==> config.mk <==
export PLATFORM = sky130hd
export DESIGN_NAME = nack_list_sort_and_pack_flat
export DESIGN_NICKNAME = d
export VERILOG_FILES = /design/src/rtl/core/nlsp_pkg.sv /design/src/rtl/core/nlsp_if.sv /design/src/rtl/core/nack_list_sort_and_pack.sv /design/src/rtl/core/nlsp_ram.sv /design/src/rtl/core/nlsp_front.sv /design/src/rtl/core/nlsp_back.sv /design/src/flat_wrapper.sv
export SDC_FILE = /design/constraint.sdc
export NUM_CORES = 1
export LEC_CHECK = 0
export BUFFER_PORTS_ARGS = -buffer_cell sky130_fd_sc_hd__clkbuf_2
export CAP_MARGIN = 15
export CORE_MARGIN = 4
export CORE_UTILIZATION = 35
export DETAILED_ROUTE_END_ITERATION = 6
export SYNTH_ARGS = -nofsm -noshare
export SYNTH_HDL_FRONTEND = slang
export SYNTH_HIERARCHICAL = 1
export SYNTH_SLANG_ARGS = --single-unit
==> constraint.sdc <==
create_clock -name clock -period 4.9 [get_ports clock]
set_input_delay 0.98 -clock clock [delete_from_list [all_inputs] [get_ports clock]]
set_output_delay 0.98 -clock clock [all_outputs]
set_load 0.03 [all_outputs]
==> src/rtl/core/nlsp_pkg.sv <==
`timescale 1ns / 1ps
// ----------------------------------------------------------------------------
// nlsp_pkg
// Shared types and constants for the NACK list sort-and-pack block.
// ----------------------------------------------------------------------------
package nlsp_pkg;

   // Span of one BLP mask above its PID.
   localparam int BLP_SPAN = 16;

   // Depth of the command queue between the front end and the sequencer.
   localparam int QUEUE_DEPTH = 2;

   typedef enum logic [1:0] {
      OP_INSERT = 2'd0,
      OP_PAIR   = 2'd1,
      OP_CLEAR  = 2'd2,
      OP_PACK   = 2'd3
   } op_type;

   typedef enum logic [1:0] {
      KIND_STATUS = 2'd0,
      KIND_CHUNK  = 2'd1,
      KIND_EMPTY  = 2'd2
   } kind_type;

   typedef enum logic [3:0] {
      BK_IDLE,
      BK_INS_START,
      BK_INS_RD,
      BK_INS_EV,
      BK_INS_LAST,
      BK_PAIR_NEXT,
      BK_PACK_RD,
      BK_PACK_EV,
      BK_PACK_END,
      BK_STATUS
   } back_state_type;

   typedef struct packed {
      op_type      op;
      logic [15:0] seq_number;
      logic [15:0] loss_mask;
   } cmd_type;

   typedef struct packed {
      logic    valid;
      cmd_type cmd;
   } queue_head_type;

endpackage

==> src/rtl/core/nlsp_if.sv <==
`timescale 1ns / 1ps
// ----------------------------------------------------------------------------
// nlsp_req_if / nlsp_rsp_if
// Valid/ready channels for commands into and results out of the block.
// ----------------------------------------------------------------------------
interface nlsp_req_if;
   logic        valid;
   logic        ready;
   logic [1:0]  operation;
   logic [15:0] seq_number;
   logic [15:0] loss_mask;

   modport source (output valid, output operation, output seq_number,
                   output loss_mask, input ready);
   modport sink   (input valid, input operation, input seq_number,
                   input loss_mask, output ready);
endinterface

interface nlsp_rsp_if;
   logic        valid;
   logic        ready;
   logic [1:0]  result_kind;
   logic [15:0] chunk_pid;
   logic [15:0] chunk_mask;
   logic [6:0]  entry_count;
   logic        overflowed;
   logic        last_result;

   modport source (output valid, output result_kind, output chunk_pid,
                   output chunk_mask, output entry_count, output overflowed,
                   output last_result, input ready);
   modport sink   (input valid, input result_kind, input chunk_pid,
                   input chunk_mask, input entry_count, input overflowed,
                   input last_result, output ready);
endinterface

==> src/rtl/core/nack_list_sort_and_pack.sv <==
`timescale 1ns / 1ps
// ----------------------------------------------------------------------------
// nack_list_sort_and_pack
// Sorted list of missing RTP sequence numbers with generic NACK PID/BLP
// packing.
// ----------------------------------------------------------------------------
// The block keeps up to LIST_CAPACITY missing sequence numbers in ascending
// order and packs them into PID/BLP chunks on request. Commands enter through
// a two-deep queue, so up to two transfers are taken while earlier work is
// still running. Work proceeds one command at a time through the list RAM,
// which is read and then compared entry by entry. A single insert walks down
// from the top of the list, moving each stored entry greater than the new
// number up one place. A pair insert runs one such insert for the PID and for
// each set mask bit, scanning the mask bit by bit, so up to 17 inserts. A
// clear resets the entry count and the overflow flag. A pack reads each stored
// entry in order and emits one result transfer for every chunk, the last
// one flagged by last_result; a pack of an empty list gives one result of kind
// "empty". Every other command gives one status transfer. Results sit in an
// output register; the walk pauses when it must emit while that register is
// still full. An insert into a full list drops the number and raises the
// overflow flag until the next clear. The list is not cleared by a pack and
// needs no clearing pass after reset.
module nack_list_sort_and_pack #(
   parameter int LIST_CAPACITY = 64
) (
   input logic        clock,
   input logic        reset,
   nlsp_req_if.sink   req_if,
   nlsp_rsp_if.source rsp_if
);

   // Head of the command queue and the sequencer's pop strobe.
   nlsp_pkg::queue_head_type head;
   logic                     take;

   nlsp_front u_front (
      .clock  (clock),
      .reset  (reset),
      .req_if (req_if),
      .head   (head),
      .take   (take)
   );

   nlsp_back #(
      .LIST_CAPACITY (LIST_CAPACITY)
   ) u_back (
      .clock  (clock),
      .reset  (reset),
      .head   (head),
      .take   (take),
      .rsp_if (rsp_if)
   );

endmodule

==> src/rtl/core/nlsp_ram.sv <==
`timescale 1ns / 1ps
// ----------------------------------------------------------------------------
// nlsp_ram
// Generic single-write, single-read RAM with registered read data.
// ----------------------------------------------------------------------------
module nlsp_ram #(
   parameter int WIDTH = 16,
   parameter int DEPTH = 64
) (
   input  logic                     clock,
   input  logic                     wr_en,
   input  logic [$clog2(DEPTH)-1:0] wr_addr,
   input  logic [WIDTH-1:0]         wr_data,
   input  logic                     rd_en,
   input  logic [$clog2(DEPTH)-1:0] rd_addr,
   output logic [WIDTH-1:0]         rd_data
);

   logic [WIDTH-1:0] mem_ff [DEPTH];
   logic [WIDTH-1:0] rd_data_ff;

   always_ff @(posedge clock) begin
      if (wr_en) begin
         mem_ff[wr_addr] <= wr_data;
      end
      if (rd_en) begin
         rd_data_ff <= mem_ff[rd_addr];
      end
   end

   assign rd_data = rd_data_ff;

endmodule

==> src/rtl/core/nlsp_front.sv <==
`timescale 1ns / 1ps
// ----------------------------------------------------------------------------
// nlsp_front
// Accepts commands, decodes the operation and holds them in a short queue.
// ----------------------------------------------------------------------------
module nlsp_front (
   input  logic                    clock,
   input  logic                    reset,
   nlsp_req_if.sink                req_if,
   output nlsp_pkg::queue_head_type head,
   input  logic                    take
);

   nlsp_pkg::cmd_type cmd_ff [nlsp_pkg::QUEUE_DEPTH];
   logic       wr_ptr_ff, wr_ptr_in;
   logic       rd_ptr_ff, rd_ptr_in;
   logic [1:0] count_ff, count_in;
   logic       push;
   logic       pop;

   assign req_if.ready = (count_ff != 2'(nlsp_pkg::QUEUE_DEPTH));
   assign push = req_if.valid && req_if.ready;
   assign pop  = take && (count_ff != 2'd0);

   always_comb begin
      wr_ptr_in = push ? ~wr_ptr_ff : wr_ptr_ff;
      rd_ptr_in = pop  ? ~rd_ptr_ff : rd_ptr_ff;
      count_in  = count_ff + 2'(push) - 2'(pop);
   end

   always_ff @(posedge clock) begin
      if (reset) begin
         wr_ptr_ff <= 1'b0;
         rd_ptr_ff <= 1'b0;
         count_ff  <= 2'd0;
      end else begin
         wr_ptr_ff <= wr_ptr_in;
         rd_ptr_ff <= rd_ptr_in;
         count_ff  <= count_in;
      end
   end

   always_ff @(posedge clock) begin
      if (push) begin
         cmd_ff[wr_ptr_ff] <= '{op:         nlsp_pkg::op_type'(req_if.operation),
                                seq_number: req_if.seq_number,
                                loss_mask:  req_if.loss_mask};
      end
   end

   assign head.valid = (count_ff != 2'd0);
   assign head.cmd   = cmd_ff[rd_ptr_ff];

endmodule

==> src/rtl/core/nlsp_back.sv <==
`timescale 1ns / 1ps
// ----------------------------------------------------------------------------
// nlsp_back
// Sequencer that keeps the sorted list in RAM, runs inserts, clears and
// packs, and drives the registered result channel.
// ----------------------------------------------------------------------------
module nlsp_back #(
   parameter int LIST_CAPACITY = 64
) (
   input  logic                    clock,
   input  logic                    reset,
   input  nlsp_pkg::queue_head_type head,
   output logic                    take,
   nlsp_rsp_if.source              rsp_if
);

   localparam int ADDR_W = $clog2(LIST_CAPACITY);
   localparam int CNT_W  = $clog2(LIST_CAPACITY + 1);

   nlsp_pkg::back_state_type state_ff, state_in;
   logic [CNT_W-1:0]  total_ff, total_in;
   logic              ovf_ff, ovf_in;
   logic [15:0]       val_ff, val_in;
   logic [15:0]       base_ff, base_in;
   logic [15:0]       bits_ff, bits_in;
   logic [4:0]        k_ff, k_in;
   logic [ADDR_W-1:0] idx_ff, idx_in;
   logic [15:0]       pid_ff, pid_in;
   logic [15:0]       pmask_ff, pmask_in;
   nlsp_pkg::kind_type kind_ff, kind_in;

   logic        rsp_valid_ff, rsp_valid_in;
   logic [1:0]  rsp_kind_ff;
   logic [15:0] rsp_pid_ff;
   logic [15:0] rsp_mask_ff;
   logic [6:0]  rsp_count_ff;
   logic        rsp_ovf_ff;
   logic        rsp_last_ff;

   logic              wr_en;
   logic [ADDR_W-1:0] wr_addr;
   logic [15:0]       wr_data;
   logic              rd_en;
   logic [ADDR_W-1:0] rd_addr;
   logic [15:0]       rd_data;

   logic               out_free;
   logic               emit;
   nlsp_pkg::kind_type emit_kind;
   logic [15:0]        emit_pid;
   logic [15:0]        emit_mask;
   logic               emit_last;
   logic [15:0]        diff;
   logic               at_end;
   logic               list_full;

   nlsp_ram #(
      .WIDTH (16),
      .DEPTH (LIST_CAPACITY)
   ) u_list_ram (
      .clock   (clock),
      .wr_en   (wr_en),
      .wr_addr (wr_addr),
      .wr_data (wr_data),
      .rd_en   (rd_en),
      .rd_addr (rd_addr),
      .rd_data (rd_data)
   );

   assign out_free  = !rsp_valid_ff || rsp_if.ready;
   assign diff      = rd_data - pid_ff;
   assign at_end    = (CNT_W'(idx_ff) + CNT_W'(1)) == total_ff;
   assign list_full = (total_ff == CNT_W'(LIST_CAPACITY));

   always_comb begin
      state_in  = state_ff;
      total_in  = total_ff;
      ovf_in    = ovf_ff;
      val_in    = val_ff;
      base_in   = base_ff;
      bits_in   = bits_ff;
      k_in      = k_ff;
      idx_in    = idx_ff;
      pid_in    = pid_ff;
      pmask_in  = pmask_ff;
      kind_in   = kind_ff;
      take      = 1'b0;
      wr_en     = 1'b0;
      wr_addr   = idx_ff + ADDR_W'(1);
      wr_data   = val_ff;
      rd_en     = 1'b0;
      rd_addr   = idx_ff;
      emit      = 1'b0;
      emit_kind = nlsp_pkg::KIND_CHUNK;
      emit_pid  = pid_ff;
      emit_mask = pmask_ff;
      emit_last = 1'b0;

      case (state_ff)
         nlsp_pkg::BK_IDLE: begin
            if (head.valid) begin
               take    = 1'b1;
               val_in  = head.cmd.seq_number;
               base_in = head.cmd.seq_number;
               k_in    = 5'd0;
               kind_in = nlsp_pkg::KIND_STATUS;
               case (head.cmd.op)
                  nlsp_pkg::OP_INSERT: begin
                     bits_in  = 16'd0;
                     state_in = nlsp_pkg::BK_INS_START;
                  end
                  nlsp_pkg::OP_PAIR: begin
                     bits_in  = head.cmd.loss_mask;
                     state_in = nlsp_pkg::BK_INS_START;
                  end
                  nlsp_pkg::OP_CLEAR: begin
                     total_in = '0;
                     ovf_in   = 1'b0;
                     state_in = nlsp_pkg::BK_STATUS;
                  end
                  default: begin
                     idx_in = '0;
                     if (total_ff == '0) begin
                        kind_in  = nlsp_pkg::KIND_EMPTY;
                        state_in = nlsp_pkg::BK_STATUS;
                     end else begin
                        state_in = nlsp_pkg::BK_PACK_RD;
                     end
                  end
               endcase
            end
         end

         nlsp_pkg::BK_INS_START: begin
            if (list_full) begin
               ovf_in   = 1'b1;
               state_in = nlsp_pkg::BK_PAIR_NEXT;
            end else if (total_ff == '0) begin
               wr_en    = 1'b1;
               wr_addr  = '0;
               total_in = total_ff + CNT_W'(1);
               state_in = nlsp_pkg::BK_PAIR_NEXT;
            end else begin
               idx_in   = ADDR_W'(total_ff - CNT_W'(1));
               state_in = nlsp_pkg::BK_INS_RD;
            end
         end

         nlsp_pkg::BK_INS_RD: begin
            rd_en    = 1'b1;
            state_in = nlsp_pkg::BK_INS_EV;
         end

         nlsp_pkg::BK_INS_EV: begin
            wr_en = 1'b1;
            if (rd_data > val_ff) begin
               // Move the larger entry up one place and keep looking down.
               wr_data = rd_data;
               if (idx_ff == '0) begin
                  state_in = nlsp_pkg::BK_INS_LAST;
               end else begin
                  idx_in   = idx_ff - ADDR_W'(1);
                  state_in = nlsp_pkg::BK_INS_RD;
               end
            end else begin
               total_in = total_ff + CNT_W'(1);
               state_in = nlsp_pkg::BK_PAIR_NEXT;
            end
         end

         nlsp_pkg::BK_INS_LAST: begin
            wr_en    = 1'b1;
            wr_addr  = '0;
            total_in = total_ff + CNT_W'(1);
            state_in = nlsp_pkg::BK_PAIR_NEXT;
         end

         nlsp_pkg::BK_PAIR_NEXT: begin
            if (bits_ff == 16'd0) begin
               state_in = nlsp_pkg::BK_STATUS;
            end else begin
               bits_in = bits_ff >> 1;
               k_in    = k_ff + 5'd1;
               if (bits_ff[0]) begin
                  val_in   = base_ff + 16'(k_ff) + 16'd1;
                  state_in = nlsp_pkg::BK_INS_START;
               end
            end
         end

         nlsp_pkg::BK_PACK_RD: begin
            rd_en    = 1'b1;
            state_in = nlsp_pkg::BK_PACK_EV;
         end

         nlsp_pkg::BK_PACK_EV: begin
            if (idx_ff == '0) begin
               pid_in   = rd_data;
               pmask_in = 16'd0;
               state_in = at_end ? nlsp_pkg::BK_PACK_END : nlsp_pkg::BK_PACK_RD;
               idx_in   = idx_ff + ADDR_W'(!at_end);
            end else if (rd_data <= pid_ff) begin
               state_in = at_end ? nlsp_pkg::BK_PACK_END : nlsp_pkg::BK_PACK_RD;
               idx_in   = idx_ff + ADDR_W'(!at_end);
            end else if (diff > 16'(nlsp_pkg::BLP_SPAN)) begin
               // Gap too wide: close this chunk once the output can take it.
               if (out_free) begin
                  emit     = 1'b1;
                  pid_in   = rd_data;
                  pmask_in = 16'd0;
                  state_in = at_end ? nlsp_pkg::BK_PACK_END : nlsp_pkg::BK_PACK_RD;
                  idx_in   = idx_ff + ADDR_W'(!at_end);
               end
            end else begin
               pmask_in = pmask_ff | (16'd1 << 4'(diff - 16'd1));
               state_in = at_end ? nlsp_pkg::BK_PACK_END : nlsp_pkg::BK_PACK_RD;
               idx_in   = idx_ff + ADDR_W'(!at_end);
            end
         end

         nlsp_pkg::BK_PACK_END: begin
            if (out_free) begin
               emit      = 1'b1;
               emit_last = 1'b1;
               state_in  = nlsp_pkg::BK_IDLE;
            end
         end

         nlsp_pkg::BK_STATUS: begin
            emit_kind = kind_ff;
            emit_pid  = 16'd0;
            emit_mask = 16'd0;
            emit_last = 1'b1;
            if (out_free) begin
               emit     = 1'b1;
               state_in = nlsp_pkg::BK_IDLE;
            end
         end

         default: begin
            state_in = nlsp_pkg::BK_IDLE;
         end
      endcase
   end

   always_comb begin
      if (emit) begin
         rsp_valid_in = 1'b1;
      end else if (rsp_if.ready) begin
         rsp_valid_in = 1'b0;
      end else begin
         rsp_valid_in = rsp_valid_ff;
      end
   end

   always_ff @(posedge clock) begin
      if (reset) begin
         state_ff     <= nlsp_pkg::BK_IDLE;
         total_ff     <= '0;
         ovf_ff       <= 1'b0;
         rsp_valid_ff <= 1'b0;
      end else begin
         state_ff     <= state_in;
         total_ff     <= total_in;
         ovf_ff       <= ovf_in;
         rsp_valid_ff <= rsp_valid_in;
      end
   end

   always_ff @(posedge clock) begin
      val_ff   <= val_in;
      base_ff  <= base_in;
      bits_ff  <= bits_in;
      k_ff     <= k_in;
      idx_ff   <= idx_in;
      pid_ff   <= pid_in;
      pmask_ff <= pmask_in;
      kind_ff  <= kind_in;
      if (emit) begin
         rsp_kind_ff  <= emit_kind;
         rsp_pid_ff   <= emit_pid;
         rsp_mask_ff  <= emit_mask;
         rsp_count_ff <= 7'(total_ff);
         rsp_ovf_ff   <= ovf_ff;
         rsp_last_ff  <= emit_last;
      end
   end

   assign rsp_if.valid       = rsp_valid_ff;
   assign rsp_if.result_kind = rsp_kind_ff;
   assign rsp_if.chunk_pid   = rsp_pid_ff;
   assign rsp_if.chunk_mask  = rsp_mask_ff;
   assign rsp_if.entry_count = rsp_count_ff;
   assign rsp_if.overflowed  = rsp_ovf_ff;
   assign rsp_if.last_result = rsp_last_ff;

endmodule

==> src/flat_wrapper.sv <==
// flat-port wrapper written by rule: the top's interface ports become plain ports
module nack_list_sort_and_pack_flat 
#(
   parameter int LIST_CAPACITY = 64
)
  (clock, reset, req_if_valid, req_if_operation, req_if_seq_number, req_if_loss_mask, req_if_ready, rsp_if_valid, rsp_if_result_kind, rsp_if_chunk_pid, rsp_if_chunk_mask, rsp_if_entry_count, rsp_if_overflowed, rsp_if_last_result, rsp_if_ready);
  nlsp_req_if req_if_i ();
  nlsp_rsp_if rsp_if_i ();
  input logic clock;
  input logic reset;
  input wire logic [$bits(req_if_i.valid)-1:0] req_if_valid;
  input wire logic [$bits(req_if_i.operation)-1:0] req_if_operation;
  input wire logic [$bits(req_if_i.seq_number)-1:0] req_if_seq_number;
  input wire logic [$bits(req_if_i.loss_mask)-1:0] req_if_loss_mask;
  output wire logic [$bits(req_if_i.ready)-1:0] req_if_ready;
  output wire logic [$bits(rsp_if_i.valid)-1:0] rsp_if_valid;
  output wire logic [$bits(rsp_if_i.result_kind)-1:0] rsp_if_result_kind;
  output wire logic [$bits(rsp_if_i.chunk_pid)-1:0] rsp_if_chunk_pid;
  output wire logic [$bits(rsp_if_i.chunk_mask)-1:0] rsp_if_chunk_mask;
  output wire logic [$bits(rsp_if_i.entry_count)-1:0] rsp_if_entry_count;
  output wire logic [$bits(rsp_if_i.overflowed)-1:0] rsp_if_overflowed;
  output wire logic [$bits(rsp_if_i.last_result)-1:0] rsp_if_last_result;
  input wire logic [$bits(rsp_if_i.ready)-1:0] rsp_if_ready;
  assign req_if_i.valid = req_if_valid;
  assign req_if_i.operation = req_if_operation;
  assign req_if_i.seq_number = req_if_seq_number;
  assign req_if_i.loss_mask = req_if_loss_mask;
  assign req_if_ready = req_if_i.ready;
  assign rsp_if_valid = rsp_if_i.valid;
  assign rsp_if_result_kind = rsp_if_i.result_kind;
  assign rsp_if_chunk_pid = rsp_if_i.chunk_pid;
  assign rsp_if_chunk_mask = rsp_if_i.chunk_mask;
  assign rsp_if_entry_count = rsp_if_i.entry_count;
  assign rsp_if_overflowed = rsp_if_i.overflowed;
  assign rsp_if_last_result = rsp_if_i.last_result;
  assign rsp_if_i.ready = rsp_if_ready;
  nack_list_sort_and_pack #(.LIST_CAPACITY(LIST_CAPACITY)) u_core (.clock(clock), .reset(reset), .req_if(req_if_i), .rsp_if(rsp_if_i));
endmodule
==> metrics.md, run 1 <==
| Metric | Value |
|---|---|
| GP Congestion | around 0.84 |
| Largest net degree at the start of global routing | between 100 and 150 |
| Root Driver | clkbuf_16 |
| DIE HEIGHT | around 390 µm |
| DR iter-0 viols | approximately 2,800 |
| Global routing met2 resource utilization | 25.8% |
| Hold buffers post-CTS | 0 |
| Flops & latches, synth | 1,261 |
| Die area | 152,000 µm² |
| Grt met3 use | 2.91% |
| Initial core utilization | 35.3% |
| Worst r2r path cells | 14 |
| Drt first pass iters | 5 |
| Pre-CTS setup slack | 0.595 ns |
| Layout cell share with drive strength beyond 1 | between 20 and 25% |
| CP top delay family | simple AND/OR/NAND/NOR gates |
| DP Cell Count | 4,698 |
| CTS tree | built |
| Clock buffer depth | 3 |
| Setup crit start | u_core/u_back/u_list_ram/rd_data[0] |
| CP required | 5.39 ns |
| Clock sink count | around 1,300 |
| Critical Path Sink | u_core/u_back/rsp_if.entry_count[2] |
| Clock Latency Late Sink | between 0.7 and 0.8 ns |
| Overall power | 35,500 µW |
| First-pass GRT wire length | 180,000 µm |
| Synth Warn # | 6 |
| CTS clk-pin slew, worst paths | 0.06 ns |
| Routed vias/inst | 5.32 |
| DR vias | 26,276 |
| Non-filler instance count after layout | a little under 5,000 |
| Measured slew at the worst slew-check pin | roughly 1.2 ns |
| DR DRC count | 0 |
| Setup crit end kind | flop |
| Flop-to-flop setup slack | between 0.5 and 0.6 ns |
| Pwr/cell area | 606 nW/µm² |
| Relative slew slack | ~23% |
| Initial antenna violation count | 2 |
| Status | finished clean |
| Finished Cell Area | just under 60,000 µm² |
| R2r endpoint | u_core/u_back/rsp_if.entry_count[2] |
| Main synth FF type | edfxtp_1 |
| Avg Cell Area, Syn | 18.8 µm² |
| Number of synthesized flops with an enable pin | 1,243 |
| Reg-to-Reg Start | u_core/u_back/u_list_ram/rd_data[0] |
| Class of the worst hold path | input port to flop |
| Final hold vios | 0 |
| RSZ-0062 raised after global routing | no |
| Hpwl dp | between 70,000 and 80,000 µm |
| Crit-path most repeated cell | inv_1 |
| PnR worst setup slack | 0.566 ns |
| Part of the power in combinational logic | 31.4% |
| P_int | 23,800 µW |
| Area share of the largest cell type after synthesis | 73.3% |
| Worst path depth | 14 |
| Detail Route Antenna Nets | 0 |
| GR Layer Usage met1 | between 20% and 30% |
| CP bufs+invs | 3 |
| Cts bufs inserted | about 130 |
| Net Count, Synth | 2,801 |
| Area contributors post-synth | edfxtp_1, mux4_2, mux2i_1 |
| Area growth syn-to-layout | 14.9% |
| Final wirelength | 121,000 µm |
| I/O Buffers | 82 |
| CP Cell Sequence | inv_1 -> ha_1 -> inv_1 -> fa_1 -> a21o_1 -> nand4_1 -> a21oi_1 -> or4_1 -> a221o_1 -> nor4_1 -> or4b_1 -> a31oi_1 -> nor2_4 -> buf_4 |
| Cell leakage power | between 0.015 and 0.02 µW |
| WP data arrival | between 4 and 5 ns |
| Switching pwr | 11,700 µW |
| Final slew viol count | 0 |
| Cell taking the most area after synthesis | edfxtp_1 |
| Post-CTS resize count | 0 |
| Final min period | between 4 and 5 ns |
| Core Area | between 100,000 and 150,000 µm² |
| GRT busiest layer | met2 |
| IO Pins | 83 |
| Switching share of power | approximately 33% |
| Placed inst area | 54,200 µm² |
| IR Drop Worst-Case VDD | 0.403 mV |
| Die X | between 300 and 400 µm |
| Worst-case clock skew | around 0.033 ns |
| Period utilization | 88.4% |
| GR Overflow Total | 0 |
| CP Max Fanout | 36 |
| Clock power share | 28.1% |
| Total track usage | 15.9% |
| WL/cell | 24.6 µm |
| Post-CTS Setup Inserts | 0 |
| Sequential-to-total area share from yosys stat | about 74% |
| Critical-path top delay cell | or4b_1 |
| Nets | 3,018 |
| Final setup violation count | 0 |
| Sequential share of power | 40.5% |
| Critical Path Max Stage Delay | 0.61 ns |
| # rows | 139 |
| Setup crit start kind | flop |
| Mapped cell area | 50,900 µm² |
| Max Freq | around 230 MHz |
| Final core utilization | 40.6% |
| Fraction of registers with async set/reset | 0% |
| Post-synthesis cell count | 2,712 |
| Vias in the first global route | 26,244 |
| Crit Path Category | flop to flop |
| Cell variety after synth | 81 |
| Max-Cap Viols | 0 |
| H-tree Lvls | 4 |
layout by cell type, fill, tap and decap left out, types with 19 or more instances in the layout:
cell | synthesis | routed
a21oi_1 | 55 | 55
a221oi_1 | 23 | 23
a22o_1 | 19 | 19
a22oi_1 | 61 | 61
a31oi_1 | 19 | 19
buf_4 | 20 | 130
clkbuf_1 | 69 | 27
clkbuf_16 | 0 | 136
clkbuf_2 | 0 | 82
clkinv_1 | 0 | 26
edfxtp_1 | 1243 | 1243
ha_1 | 48 | 48
inv_1 | 51 | 51
mux2_1 | 34 | 34
mux2i_1 | 94 | 94
mux4_2 | 222 | 222
nand2_1 | 89 | 89
nand3_1 | 42 | 42
nor2_1 | 165 | 163
nor2b_1 | 59 | 58
o21ai_0 | 43 | 28
xnor2_1 | 29 | 29
xor2_1 | 22 | 22
stage by stage:
stage / hold slack [ns] / TNS [ns]
CTS: 0.358 / 0
detailed placement: 0.431 / 0
floorplan: 0.406 / -189.92
global route: 0.383 / 0
finish: 0.426 / 0
global placement: 0.425 / 0
cells in the mapped netlist (6+ instances only):
cell / number
a221oi_1: 23
a22oi_1: 61
nand3_1: 42
nand3b_1: 6
nand2b_1: 10
or2_2: 11
o21ai_0: 43
nor2b_1: 59
mux4_2: 222
a21oi_1: 55
buf_12: 6
edfxtp_1: 1243
a311oi_1: 14
mux2i_1: 94
xor2_1: 22
and3_1: 15
mux2_1: 34
inv_1: 51
ha_1: 48
xnor2_1: 29
nor4_1: 11
and2_1: 9
nand4_1: 13
nand2_1: 89
a21o_1: 18
nor3_1: 13
a31oi_1: 19
and4_1: 11
a211oi_1: 13
a22o_1: 19
a211o_1: 9
buf_4: 20
nor2_1: 165
dfxtp_1: 18
buf_6: 14
buf_2: 24
clkbuf_1: 69
mux2_2: 14
registers in the layout (all words and copies together) (netlist names), 16 cells and up, named ones only:
register / flops
u_core/u_back/u_list_ram/mem_ff: 1024
u_core/u_front/cmd_ff: 68
u_core/u_back/base_ff: 16
u_core/u_back/bits_ff: 16
u_core/u_back/pid_ff: 16
u_core/u_back/pmask_ff: 16
u_core/u_back/rsp_if.chunk_mask: 16
u_core/u_back/rsp_if.chunk_pid: 16
u_core/u_back/u_list_ram/rd_data: 16
u_core/u_back/val_ff: 16
worst min path at each step:
stage                                    from                             endpoint  slack [ns]  cells past startpoint
finish                    req_if_loss_mask[8]          u_core/u_front/cmd_ff[1][8]        0.43                      1
CTS                      req_if_seq_number[4]         u_core/u_front/cmd_ff[1][20]        0.36                      1
global placement         u_core/u_back/ovf_ff      u_core/u_back/rsp_if.overflowed        0.42                      0
global route             req_if_seq_number[2]         u_core/u_front/cmd_ff[1][18]        0.38                      1
floorplan           u_core/u_back/total_ff[2]  u_core/u_back/rsp_if.entry_count[2]        0.41                      0
detailed placement       u_core/u_back/ovf_ff      u_core/u_back/rsp_if.overflowed        0.43                      0
routing by layer:
metal	part of all wire (%)	up-vias	wire, µm
li1	-	11401	-
met1	43	13853	52300
met2	48	866	58900
met3	6.5	154	7900
met4	2.0	2	2400
met5	0.011	-	13
area by class of cell:
cell class / instances / area [µm²]
inverters: 51 / 191
multi-input cells: 1262 / 12400
repair buffers: 221 / 1570
clock buffers: 164 / 3520
flip-flops and latches: 1261 / 37700
diodes: 2 / 5.00
well taps: 1903 / 2380
clock inverters: 74 / 786
fillers: 12712 / 85600
logic make-up (layout without fill, tap and decap cells):
family / Yosys count / in the layout / share of synthesized area, %
flops: 1261 / 1261 / 74.0
simple gates: 481 / 481 / 4.68
mux: 366 / 366 / 12.8
compound gates: 313 / 313 / 4.32
buf+inv: 189 / 510 / 2.02
fa+ha+maj: 51 / 51 / 1.30
xor+xnor: 51 / 51 / 0.877
other cells: 0 / 2 / 0
power groups by stage:
stage                     registers (µW)  clock network, µW  logic [µW]
after floorplan                    14800                  0        7060
after global placement             14600                  0       11100
after detailed placement           14600                  0       11200
after CTS                          14400              10200       11200
after global routing               14400              10700       11900
final                              14400               9970       11100
worst register-to-register path, delay by kind of cell (launching register included):
| family | cells | cell delay [ns] |
|---|---|---|
| flops | 1 | 0.41 |
| compound gates | 4 | 1.01 |
| fa+ha+maj | 2 | 0.59 |
| buf+inv | 3 | 0.45 |
| simple gates | 5 | 1.63 |
No activity file was read; power rests on OpenSTA's default activity.
==> run 2, diff against run 1 <==
clock period = 5.3 ns   (was 4.9 ns; I/O delays follow)
==> run 2 against run 1 <==
  * First-iteration DRC count shrank 4.8%
  * Power shrank 7.7%
  * Setup slack gained 0.46 ns
  * Flip-flop and latch count is the same
  * Final cell count shrank 0.16%
  * Fmax grew 1.4%
  * Critical path type unchanged
  * Critical endpoint is now u_core/u_back/rsp_if.chunk_pid[13]
==> metrics.md, run 2 (same netlist as run 1, synthesis figures left out) <==
| Metric | Value |
|---|---|
| DIE HEIGHT | 390 µm |
| Max reg flops | 1,024 |
| WP data arrival | 4.70 ns |
| PnR worst setup slack | 1.03 ns |
| Detail Route Antenna Nets | 0 |
| CP Cell Sequence | inv_1 -> ha_1 -> inv_1 -> fa_1 -> a21o_1 -> nand4_1 -> a21oi_1 -> or4_1 -> a221o_1 -> nor4_1 -> or4b_1 -> a31oi_1 -> nor2_4 -> buf_4 |
| Status | finished clean |
| GR Overflow Total | 0 |
| Finished Cell Area | about 59,000 µm² |
| CTS clk-pin slew, worst paths | 0.06 ns |
| Drt first pass iters | 5 |
| DR iter-0 viols | 2,630 |
| Hpwl dp | ~75,000 µm |
| CP top delay family | simple AND/OR/NAND/NOR gates |
| Initial antenna violation count | 3 |
| Layout cell share with drive strength beyond 1 | 22.8% |
| Critical-path top delay cell | or4b_1 |
| IR Drop Worst-Case VDD | 0.566 mV |
| Final slew viol count | 0 |
| Relative slew slack | 26.7% |
| Routed vias/inst | 5.39 |
| Final min period | 4.27 ns |
| Cell leakage power | 0.0190 µW |
| Fillers | 12,730 |
| DR vias | 26,551 |
| Setup crit start | u_core/u_back/u_list_ram/rd_data[0] |
| Max-Cap Viols | 0 |
| I/O Buffers | 82 |
| # rows | 139 |
| Pre-CTS setup slack | between 1 and 1.5 ns |
| RSZ-0062 raised after global routing | no |
| Largest net degree at the start of global routing | 113 |
| Final wirelength | between 100,000 and 150,000 µm |
| Setup crit start kind | flop |
| Reg-to-Reg Start | u_core/u_back/u_list_ram/rd_data[0] |
| Die X | 390 µm |
| WL/cell | 25.4 µm |
| CP required | around 5.7 ns |
| P_int | roughly 22,000 µW |
| Clock power share | 28.4% |
| Clock sink count | about 1,300 |
| Final core utilization | 40.6% |
| Post-CTS Setup Inserts | 0 |
| Initial core utilization | 35.3% |
| Max Freq | 234 MHz |
| Root Driver | clkbuf_16 |
| Final TNS setup | 0 ns |
| Switching pwr | between 10,000 and 15,000 µW |
| IO Pins | 83 |
| Part of the power in combinational logic | 31.0% |
| Commonest cells after routing, fill and taps aside | edfxtp_1, mux4_2, nor2_1 |
| Setup crit end kind | flop |
| Critical Path Max Stage Delay | 0.58 ns |
| Hold WS | 0.442 ns |
| Total track usage | between 15 and 20% |
| Placed inst area | approximately 54,000 µm² |
| Post-CTS resize count | 0 |
| CTS tree | built |
| Period utilization | 80.6% |
| Nets | 3,014 |
| Flop-to-flop setup slack | 1.03 ns |
| Regs by FF count | u_core/u_back/u_list_ram/mem_ff (1024), u_core/u_front/cmd_ff (68) |
| H-tree Lvls | 4 |
| Hold_sp | u_core/u_back/ovf_ff |
| Commonest non-fill, non-tap cell in the layout | edfxtp_1 |
| GP Congestion | 0.818 |
| Measured slew at the worst slew-check pin | 1.09 ns |
| CP bufs+invs | 3 |
| Worst-case clock skew | 0.0245 ns |
| Switching share of power | 32.7% |
| CP Max Fanout | 35 |
| Area growth syn-to-layout | 14.9% |
| Final setup violation count | 0 |
| Largest reg by FF count | u_core/u_back/u_list_ram/mem_ff |
| Hold buffers post-CTS | 0 |
| Clock buffer depth | 3 |
| Pwr/cell area | between 500 and 600 nW/µm² |
| Die area | 152,000 µm² |
| Final hold vios | 0 |
| Clock Latency Late Sink | approximately 0.73 ns |
| Cts bufs inserted | 135 |
| Crit Path Category | flop to flop |
| First-pass GRT wire length | 183,000 µm |
| Vias in the first global route | between 20,000 and 30,000 |
| Crit-path most repeated cell | inv_1 |
| Class of the worst hold path | flop to flop |
| Core Area | 144,000 µm² |
| Sequential share of power | 40.6% |
| DR DRC count | 0 |
run 2: cell type report:
| cell class | instances | area [µm²] | area share, % |
|---|---|---|---|
| sequential | 1261 | 37700 | 64.4 |
| clock buffer | 169 | 3610 | 6.17 |
| inverter | 51 | 191 | 0.327 |
| antenna | 1 | 2.50 | 0.00427 |
| multi-input combinational | 1262 | 12400 | 21.3 |
| clock inverter | 69 | 739 | 1.26 |
| timing repair buffer | 214 | 1500 | 2.56 |
| tap | 1903 | 2380 | 4.07 |
run 2: worst reg2reg max path, stage by stage (launching register included):
cell and delay (ns):
edfxtp_1 0.41, inv_1 0.10, ha_1 0.18, inv_1 0.06
fa_1 0.39, a21o_1 0.20, nand4_1 0.12, a21oi_1 0.11
or4_1 0.49, a221o_1 0.33, nor4_1 0.17, or4b_1 0.58
a31oi_1 0.38, nor2_4 0.14, buf_4 0.30
run 2: final timing paths:
check / endpoint / cells past startpoint
setup / recovery: u_core/u_back/rsp_if.chunk_pid[13] / 14
hold / removal: u_core/u_back/rsp_if.overflowed / 0
setup reg to reg: u_core/u_back/rsp_if.chunk_pid[13] / 14
hold reg to reg: u_core/u_back/rsp_if.overflowed / 0
run 2: metal layers:
metal	wire (µm)	GRT usage, %
met1	52600	22.5
met2	60300	26.4
met5	10	0
met3	8330	2.82
met4	4180	5.75
run 2: power groups by stage:
stage               Combinational [µW]  Sequential, µW  Clock [µW]
floorplan                         6520           13700           0
finish                           10100           13300        9290
global route                     10800           13400        9920
global placement                 10100           13500           0
CTS                              10200           13300        9490
detailed placement               10200           13500           0
run 2: stage by stage:
stage / total power [µW] / cells
3_5_place_dp: 23700 / 4690
2_1_floorplan: 20200 / 2712
5_1_grt: 34100 / 4929
4_1_cts: 33000 / 4928
3_3_place_gp: 23600 / 4690
6_report: 32700 / 4930
